--- config.mk ---
export PLATFORM = sky130hd
export DESIGN_NAME = led_exp_curve_dither
export DESIGN_NICKNAME = d
export VERILOG_FILES = /design/src/rtl/ledcd_pkg.sv /design/src/rtl/ledcd_lane.sv /design/src/rtl/ledcd_seq.sv /design/src/rtl/led_exp_curve_dither.sv
export SDC_FILE = /design/constraint.sdc
export NUM_CORES = 2
export LEC_CHECK = 0
export BUFFER_PORTS_ARGS = -buffer_cell sky130_fd_sc_hd__buf_2
export CORE_ASPECT_RATIO = 0.5
export CORE_MARGIN = 1
export CORE_UTILIZATION = 58
export CTS_CLUSTER_DIAMETER = 50
export DETAILED_ROUTE_END_ITERATION = 7
export PLACE_DENSITY = 0.75
export SLEW_MARGIN = 25
export SYNTH_ARGS = -nofsm -noshare
export SYNTH_HDL_FRONTEND = slang
export SYNTH_SLANG_ARGS = --single-unit
--- constraint.sdc ---
create_clock -name clk -period 8.4 [get_ports clk]
set_input_delay 1.26 -clock clk [delete_from_list [all_inputs] [get_ports clk]]
set_output_delay 1.26 -clock clk [all_outputs]
set_load 0.1 [all_outputs]
--- src/rtl/ledcd_pkg.sv ---
// ----------------------------------------------------------------------------
// LED curve dither package
// Widths, shared types, the spread patterns and the exponential curve table.
// ----------------------------------------------------------------------------
`timescale 1ns / 1ps

package ledcd_pkg;

	localparam int LED_COUNT     = 16;
	localparam int LED_IDX_W     = $clog2(LED_COUNT);
	localparam int CURVE_ENTRIES = 256;
	localparam int IDX_W         = $clog2(CURVE_ENTRIES);
	localparam int LEVEL_MAX     = 16 * 90 - 1;
	localparam int LEVEL_W       = 11;
	localparam int REM_W         = 4;
	localparam int BASE_W        = LEVEL_W - REM_W;
	localparam int DRIVE_W       = 7;
	localparam int CURVE_SPAN    = 254;
	localparam int FRAC_BITS     = 52;

	localparam int MAXI_W        = 8;
	localparam int FRAC_W        = 9;
	localparam int PI_W          = 2 * FRAC_W;
	localparam int COMMON_W      = MAXI_W + PI_W;
	localparam int PROD_W        = COMMON_W + FRAC_W;
	localparam int SCALE_SHIFT   = 24;

	localparam logic [MAXI_W-1:0] MAXI_RESET = 8'hFF;

	typedef logic [CURVE_ENTRIES-1:0][LEVEL_W-1:0] curve_lut_t;

	// Result of one colour lane: whole level steps and the dither spread
	typedef struct packed {
		logic [BASE_W-1:0]    base;
		logic [LED_COUNT-1:0] pattern;
	} lane_res_t;

	// Load enables for the lane pipeline registers
	typedef struct packed {
		logic en_s3;
		logic en_s4;
	} lane_ctl_t;

	// Spread patterns indexed by the 4-bit remainder, highest entry first
	localparam logic [15:0][LED_COUNT-1:0] SPREAD_PATTERN = {
		16'hFBFF, 16'hFBBF, 16'hEBBF, 16'hEBBE,
		16'hABBE, 16'hABBA, 16'hAABA, 16'hAAAA,
		16'h2AAA, 16'h2A8A, 16'h2A0A, 16'h0A0A,
		16'h020A, 16'h0208, 16'h0008, 16'h0000
	};

	// Fixed-point product (a*b) >> FRAC_BITS, kept to 64 bits
	function automatic logic [63:0] fx_mul(input logic [63:0] a, input logic [63:0] b);
		logic [127:0] p;
		p = {64'd0, a} * {64'd0, b};
		return p[FRAC_BITS+63:FRAC_BITS];
	endfunction

	// True when r raised to CURVE_SPAN stays at or below LEVEL_MAX
	function automatic logic root_fits(input logic [63:0] r);
		logic [63:0] limit;
		logic [63:0] p;
		logic        fits;
		limit = 64'(LEVEL_MAX) << FRAC_BITS;
		p     = 64'd1 << FRAC_BITS;
		fits  = 1'b1;
		for (int k = 0; k < CURVE_SPAN; k++) begin
			if (fits) begin
				p = fx_mul(p, r);
				if (p > limit)
					fits = 1'b0;
			end
		end
		return fits;
	endfunction

	// Curve table, worked out at elaboration in Q12.52
	function automatic curve_lut_t build_curve();
		curve_lut_t  lut;
		logic [63:0] one;
		logic [63:0] lo;
		logic [63:0] hi;
		logic [63:0] mid;
		logic [63:0] y;
		logic [63:0] eps;
		logic [63:0] lvl;
		one = 64'd1 << FRAC_BITS;
		lo  = one;
		hi  = one + (one >> 4);
		eps = 64'd1 << (FRAC_BITS - 30);
		// largest root whose power chain still fits
		for (int it = 0; it < 64; it++) begin
			if (hi - lo > 64'd1) begin
				mid = lo + ((hi - lo) >> 1);
				if (root_fits(mid))
					lo = mid;
				else
					hi = mid;
			end
		end
		lut[0] = '0;
		lut[1] = LEVEL_W'(1);
		y = one;
		for (int x = 2; x < CURVE_ENTRIES; x++) begin
			y   = fx_mul(y, lo);
			lvl = (y + eps) >> FRAC_BITS;
			if (lvl > 64'(LEVEL_MAX))
				lvl = 64'(LEVEL_MAX);
			lut[x] = lvl[LEVEL_W-1:0];
		end
		return lut;
	endfunction

	localparam curve_lut_t CURVE_LUT = build_curve();

endpackage

--- src/rtl/ledcd_lane.sv ---
// ----------------------------------------------------------------------------
// LED curve dither colour lane
// Scales one colour fraction, saturates the curve index, looks up the level
// and splits it into base and spread pattern.
// ----------------------------------------------------------------------------
`timescale 1ns / 1ps

module ledcd_lane (
	input  logic                                clk,
	input  ledcd_pkg::lane_ctl_t                ctl,
	input  logic [ledcd_pkg::COMMON_W-1:0]      common_s2,
	input  logic [ledcd_pkg::FRAC_W-1:0]        colour_s2,
	output ledcd_pkg::lane_res_t                res_s4
);

	logic [ledcd_pkg::PROD_W-1:0]  prod_s3;
	logic [ledcd_pkg::IDX_W-1:0]   curve_idx;
	logic [ledcd_pkg::LEVEL_W-1:0] level;

	always_ff @(posedge clk) begin
		if (ctl.en_s3)
			prod_s3 <= ledcd_pkg::PROD_W'(common_s2) * ledcd_pkg::PROD_W'(colour_s2);
	end

	// clamp indexes past the table end to its last entry
	always_comb begin
		if (|prod_s3[ledcd_pkg::PROD_W-1:ledcd_pkg::SCALE_SHIFT+ledcd_pkg::IDX_W])
			curve_idx = '1;
		else
			curve_idx = prod_s3[ledcd_pkg::SCALE_SHIFT+ledcd_pkg::IDX_W-1:ledcd_pkg::SCALE_SHIFT];
	end

	assign level = ledcd_pkg::CURVE_LUT[curve_idx];

	always_ff @(posedge clk) begin
		if (ctl.en_s4) begin
			res_s4.base    <= level[ledcd_pkg::LEVEL_W-1:ledcd_pkg::REM_W];
			res_s4.pattern <= ledcd_pkg::SPREAD_PATTERN[level[ledcd_pkg::REM_W-1:0]];
		end
	end

endmodule

--- src/rtl/ledcd_seq.sv ---
// ----------------------------------------------------------------------------
// LED curve dither merge and sequencer
// Holds the three lane results of one frame and steps through the LEDs,
// adding each LED's dither bit to the base.
// ----------------------------------------------------------------------------
`timescale 1ns / 1ps

module ledcd_seq (
	input  logic                                clk,
	input  logic                                arst_n,
	input  logic                                lane_valid,
	output logic                                lane_ready,
	input  ledcd_pkg::lane_res_t                red_res,
	input  ledcd_pkg::lane_res_t                green_res,
	input  ledcd_pkg::lane_res_t                blue_res,
	output logic                                out_valid,
	input  logic                                out_ready,
	output logic [ledcd_pkg::LED_IDX_W-1:0]     led_index,
	output logic [ledcd_pkg::DRIVE_W-1:0]       led_red,
	output logic [ledcd_pkg::DRIVE_W-1:0]       led_green,
	output logic [ledcd_pkg::DRIVE_W-1:0]       led_blue,
	output logic                                last_led
);

	ledcd_pkg::lane_res_t                red_q;
	ledcd_pkg::lane_res_t                green_q;
	ledcd_pkg::lane_res_t                blue_q;
	logic [ledcd_pkg::LED_IDX_W-1:0]     cnt_q;
	logic                                frame_v_q;
	logic                                is_last;
	logic                                load;

	assign is_last    = (cnt_q == ledcd_pkg::LED_IDX_W'(ledcd_pkg::LED_COUNT - 1));
	assign lane_ready = !frame_v_q || (out_ready && is_last);
	assign load       = lane_valid && lane_ready;

	always_ff @(posedge clk or negedge arst_n) begin
		if (!arst_n) begin
			frame_v_q <= 1'b0;
			cnt_q     <= '0;
		end else if (load) begin
			frame_v_q <= 1'b1;
			cnt_q     <= '0;
		end else if (frame_v_q && out_ready) begin
			// drop the frame after its last transfer
			if (is_last)
				frame_v_q <= 1'b0;
			else
				cnt_q <= cnt_q + 1'b1;
		end
	end

	always_ff @(posedge clk) begin
		if (load) begin
			red_q   <= red_res;
			green_q <= green_res;
			blue_q  <= blue_res;
		end
	end

	assign out_valid = frame_v_q;
	assign led_index = cnt_q;
	assign last_led  = is_last;
	assign led_red   = red_q.base + ledcd_pkg::DRIVE_W'(red_q.pattern[cnt_q]);
	assign led_green = green_q.base + ledcd_pkg::DRIVE_W'(green_q.pattern[cnt_q]);
	assign led_blue  = blue_q.base + ledcd_pkg::DRIVE_W'(blue_q.pattern[cnt_q]);

endmodule

--- src/rtl/led_exp_curve_dither.sv ---
// ----------------------------------------------------------------------------
// LED exponential curve with spatial dithering
// The first LED result of a frame follows the s1, s2, s3 and s4 registers and the sequencer's frame load.
// Throughput: one LED result per cycle while out_ready is high; set by the
// sequencer that issues the 16 LED results of a frame one after another.
// Reset: arst_n clears all valids and sets the full-scale index to 255.
// ----------------------------------------------------------------------------
`timescale 1ns / 1ps

module led_exp_curve_dither (
	input  logic                                clk,
	input  logic                                arst_n,
	input  logic                                cfg_valid,
	output logic                                cfg_ready,
	input  logic [ledcd_pkg::MAXI_W-1:0]        cfg_data,
	input  logic                                in_valid,
	output logic                                in_ready,
	input  logic [ledcd_pkg::FRAC_W-1:0]        power_level,
	input  logic [ledcd_pkg::FRAC_W-1:0]        intensity_level,
	input  logic [ledcd_pkg::FRAC_W-1:0]        red_level,
	input  logic [ledcd_pkg::FRAC_W-1:0]        green_level,
	input  logic [ledcd_pkg::FRAC_W-1:0]        blue_level,
	output logic                                out_valid,
	input  logic                                out_ready,
	output logic [ledcd_pkg::LED_IDX_W-1:0]     led_index,
	output logic [ledcd_pkg::DRIVE_W-1:0]       led_red,
	output logic [ledcd_pkg::DRIVE_W-1:0]       led_green,
	output logic [ledcd_pkg::DRIVE_W-1:0]       led_blue,
	output logic                                last_led
);

	logic [ledcd_pkg::MAXI_W-1:0]   full_scale_q;

	logic                           v_s1, v_s2, v_s3, v_s4;
	logic                           rdy_s1, rdy_s2, rdy_s3, rdy_s4;
	logic                           seq_ready;

	logic [ledcd_pkg::PI_W-1:0]     pi_s1;
	logic [ledcd_pkg::FRAC_W-1:0]   red_s1, green_s1, blue_s1;
	logic [ledcd_pkg::COMMON_W-1:0] common_s2;
	logic [ledcd_pkg::FRAC_W-1:0]   red_s2, green_s2, blue_s2;

	ledcd_pkg::lane_ctl_t           lane_ctl;
	ledcd_pkg::lane_res_t           red_res_s4, green_res_s4, blue_res_s4;

	assign cfg_ready = 1'b1;

	always_ff @(posedge clk or negedge arst_n) begin
		if (!arst_n)
			full_scale_q <= ledcd_pkg::MAXI_RESET;
		else if (cfg_valid && cfg_ready)
			full_scale_q <= cfg_data;
	end

	// a stage takes new data when empty or when its successor takes its own
	assign rdy_s4   = !v_s4 || seq_ready;
	assign rdy_s3   = !v_s3 || rdy_s4;
	assign rdy_s2   = !v_s2 || rdy_s3;
	assign rdy_s1   = !v_s1 || rdy_s2;
	assign in_ready = rdy_s1;

	always_ff @(posedge clk or negedge arst_n) begin
		if (!arst_n) begin
			v_s1 <= 1'b0;
			v_s2 <= 1'b0;
			v_s3 <= 1'b0;
			v_s4 <= 1'b0;
		end else begin
			if (rdy_s1)
				v_s1 <= in_valid;
			if (rdy_s2)
				v_s2 <= v_s1;
			if (rdy_s3)
				v_s3 <= v_s2;
			if (rdy_s4)
				v_s4 <= v_s3;
		end
	end

	always_ff @(posedge clk) begin
		if (rdy_s1) begin
			pi_s1    <= ledcd_pkg::PI_W'(power_level) * ledcd_pkg::PI_W'(intensity_level);
			red_s1   <= red_level;
			green_s1 <= green_level;
			blue_s1  <= blue_level;
		end
		if (rdy_s2) begin
			common_s2 <= ledcd_pkg::COMMON_W'(full_scale_q) * ledcd_pkg::COMMON_W'(pi_s1);
			red_s2    <= red_s1;
			green_s2  <= green_s1;
			blue_s2   <= blue_s1;
		end
	end

	assign lane_ctl.en_s3 = rdy_s3;
	assign lane_ctl.en_s4 = rdy_s4;

	ledcd_lane u_lane_red (
		.clk       (clk),
		.ctl       (lane_ctl),
		.common_s2 (common_s2),
		.colour_s2 (red_s2),
		.res_s4    (red_res_s4)
	);

	ledcd_lane u_lane_green (
		.clk       (clk),
		.ctl       (lane_ctl),
		.common_s2 (common_s2),
		.colour_s2 (green_s2),
		.res_s4    (green_res_s4)
	);

	ledcd_lane u_lane_blue (
		.clk       (clk),
		.ctl       (lane_ctl),
		.common_s2 (common_s2),
		.colour_s2 (blue_s2),
		.res_s4    (blue_res_s4)
	);

	ledcd_seq u_seq (
		.clk        (clk),
		.arst_n     (arst_n),
		.lane_valid (v_s4),
		.lane_ready (seq_ready),
		.red_res    (red_res_s4),
		.green_res  (green_res_s4),
		.blue_res   (blue_res_s4),
		.out_valid  (out_valid),
		.out_ready  (out_ready),
		.led_index  (led_index),
		.led_red    (led_red),
		.led_green  (led_green),
		.led_blue   (led_blue),
		.last_led   (last_led)
	);

endmodule

==> impl_metrics.csv <==
group,metric,value,unit
logic_synthesis,syn_area_per_cell,9.28,um2
timing,max_slew_margin,27.9,%
worst_setup_path,critical-path-top-delay-family,"adder cells",
worst_setup_path,worstPathCellList,"nand2_1, fa_1, inv_1, fa_1, fa_1, inv_1, fa_1, inv_1, ha_1, nand4_1, a211oi_1, a2111oi_1, o2111ai_1, a21oi_1, nor2b_1, or2_2, xor2_1",
logic_synthesis,synth_top_family_by_area,"adder cells",
die,pin_count,87,
detailed_routing,drtIter0Drc,2663,
timing,tightest_slew,1080,ps
run_status,status,"finished clean",
clock_network,cts_tree,"yes",
logic_synthesis,synth-seq-cells,280,
clock_network,clockBufferDepth,3,
worst_setup_path,cpMaxStageDelayCell,"edfxtp_1",
logic_synthesis,synth_edf_count,263,
global_routing,antenna_found_initial,2,
worst_setup_path,path_buf_inv,3,
die,start_util,59.2,%
logic_synthesis,syn-num-nets,5563,
power,ir_worst_vdd,0.277,mV
worst_setup_path,worst_setup_path_end_kind,"register",
clock_network,cts_resized,0,
worst_hold_path,min_path_type,"register to register",
logic_synthesis,synth_commonest_cells,"inv_1, fa_1, nand2_1, and2_1, ha_1",
finish,fin_nets,5457,
placement,hpwl,79.2,mm
logic_synthesis,synthCells,4569,
logic_synthesis,synth.cell_area,0.0424,mm2
detailed_routing,drc_errors,0,
logic_synthesis,yosysWarnings,0,
detailed_routing,final_antenna_net_count,0,
worst_setup_path,slowest_delay,1020,ps
timing,rsz0062_at_grt,"false",
detailed_routing,vias_per_cell,5.91,
logic_synthesis,synthAdderAreaFrac,39.1,%
logic_synthesis,yosys_most_used_dff,"edfxtp_1",
worst_setup_path,critPathKind,"register to register",
logic_synthesis,synth_compound_area_share,11.0,%
worst_setup_path,cp.arrival,6730,ps
timing,finalWorstSetupSlack,2020,ps
power,total_power,12400,uW
clock_network,cts_root_buf,"clkbuf_16",
detailed_routing,routed_wl,107,mm
job,maxCapViolations,0,
timing,worst_clock_skew,20.2,ps
detailed_routing,dr.pass1.iters,6,
logic_synthesis,synth-async-reset-ratio,6.07,%
placement,gp_congestion,0.971,
clock_network,numCtsBuffers,30,
clock_network,cts.clk_slew.worst_paths,70,ps
timing,finalHoldViolCount,0,
finish,final_layout_size_suffix_gt1_share,5.59,%
die,die_height,193,um
worst_setup_path,path_max_fanout,27,
logic_synthesis,synth.distinct_cells,96,
logic_synthesis,synthTopCellsByArea,"fa_1, edfxtp_1, ha_1",
timing,tns,0,ps
placement,postPlaceCellArea,0.0433,mm2
global_routing,grt_pass1_vias,33700,
logic_synthesis,synth.most_common_cell,"inv_1",
power,p_per_area,280,mW/mm2
worst_setup_path,start_kind,"register",
clock_network,numClockSinks,280,
die,core,0.0717,mm2
clock_network,hold_buffers,0,
placement,io_buffers,85,
global_routing,grt_pass1_wl,177,mm
timing,fin_crit_sh,75.9,%
finish,area_growth,4.68,%
clock_network,clkLatencyLatePin,620,ps
timing,maxSlewViolCount,0,
finish,fin_area,0.0444,mm2
worst_setup_path,required,8750,ps
logic_synthesis,synth-xor-area-share,1.65,%
die,die_width,384,um
logic_synthesis,synth_simple_gate_area_share,18.2,%
global_routing,grt_overflow,0,
finish,fin_util,61.9,%
logic_synthesis,synth_area_leader_cell,"fa_1",
die,core.rowCount,69,
clock_network,cts-htree-levels,1,
power,cellLeakagePower,0.0204,uW
global_routing,grt.total_usage,29.6,%
timing,finalSetupViolCount,0,
global_routing,grt_max_degree,67,
logic_synthesis,ys_seq_area_share,19.7,%
placement,dp_slack,2100,ps
detailed_routing,num_vias,32200,
worst_setup_path,critPathMostFrequentCell,"fa_1",
clock_network,post_cts_buffers,0,
logic_synthesis,synth_top_cell_area_share,30.7,%
detailed_routing,avgRoutedWirePerCell,19.7,um
timing,min_period,6380,ps
die,dieArea,0.0743,mm2
logic_synthesis,synth.area.mux_share,1.45,%
timing,fmax,157,MHz
[worst reg2reg max path, stage by stage (launching register included)]
cell	delay, ps
edfxtp_1	1020
nand2_1	180
fa_1	580
inv_1	50
fa_1	490
fa_1	570
inv_1	60
fa_1	470
inv_1	40
ha_1	300
nand4_1	130
a211oi_1	50
a2111oi_1	900
o2111ai_1	310
a21oi_1	380
nor2b_1	120
or2_2	300
xor2_1	140
[layout make-up]
cell class | count | area (um2)
diodes | 1 | 2.50
clock buffers | 39 | 805
clock inverters | 17 | 184
fillers | 6032 | 27300
inverters | 736 | 2760
multi-input cells | 3290 | 30300
flip-flops and latches | 280 | 8330
well taps | 958 | 1200
repair buffers | 125 | 772
[flip-flops by register name, summed over array words and instances (netlist names), 8 cells and up]
signal	cells
common_s2	26
u_lane_blue.res_s4	22
u_lane_green.res_s4	22
u_lane_red.res_s4	22
u_seq.blue_q	22
u_seq.green_q	22
u_seq.red_q	22
pi_s1	18
u_lane_blue.prod_s3	11
u_lane_green.prod_s3	11
u_lane_red.prod_s3	11
blue_s1	9
blue_s2	9
green_s1	9
green_s2	9
red_s1	9
red_s2	9
full_scale_q	8
[report_power, final]
| group | internal [uW] | total, uW | switching, uW |
|---|---|---|---|
| combinational | 3680 | 8910 | 5240 |
| sequential | 1970 | 2200 | 236 |
| clock | 724 | 1320 | 593 |
[metrics by stage]
step	hold WS (ps)	std cells
2_1_floorplan	400	4569
3_3_place_gp	400	5384
3_5_place_dp	405	5384
4_1_cts	414	5440
5_1_grt	423	5446
6_report	415	5446
[cells in the final DEF, fill, tap and decap left out, types with 29 or more instances in the layout]
master	instances
nand2_1	561
inv_1	725
a31oi_1	33
buf_4	35
buf_2	85
nand3_1	46
o211ai_1	37
a21o_1	31
nand2b_1	38
nor3_1	45
xnor2_1	53
ha_1	286
o22ai_1	29
fa_1	650
edfxtp_1	263
and2_1	550
nor2_1	180
o21ai_0	125
a21oi_1	170
clkbuf_16	30
a211oi_1	38
[kinds of logic after synthesis]
group	after synthesis
xor+xnor	80
other cells	1
simple gates	1540
compound gates	690
buf+inv	999
flops	280
fa+ha+maj	936
mux	43
[metal layers]
metal / vias up / GRT usage [%] / routed length (um)
met2: 1302 / 47.6 / 49500
met3: 179 / 5.19 / 8960
li1: 14600 / - / -
met1: 16200 / 42.1 / 46500
met4: 0 / 6.80 / 2340
met5: - / 0 / 0
[path summary, 6_finish.rpt]
check	startpoint	endpoint	slack [ps]	cells after the start
worst max-delay path	common_s2[12]$_DFFE_PP_	u_lane_green.prod_s3[28]$_DFFE_PP_	2020	17
worst min-delay path	u_lane_blue.res_s4[11]$_SDFFCE_PP1P_	u_seq.blue_q[11]$_DFFE_PP_	410	0
worst max register to register	common_s2[12]$_DFFE_PP_	u_lane_green.prod_s3[28]$_DFFE_PP_	2020	17
worst min register to register	u_lane_blue.res_s4[11]$_SDFFCE_PP1P_	u_seq.blue_q[11]$_DFFE_PP_	410	0
max in group asynchronous	arst_n	u_seq.led_index[0]$_DFFE_PN0P_	7320	1
min in group asynchronous	arst_n	v_s4$_DFFE_PN0P_	660	1
Power figures use the tool's default switching activity.
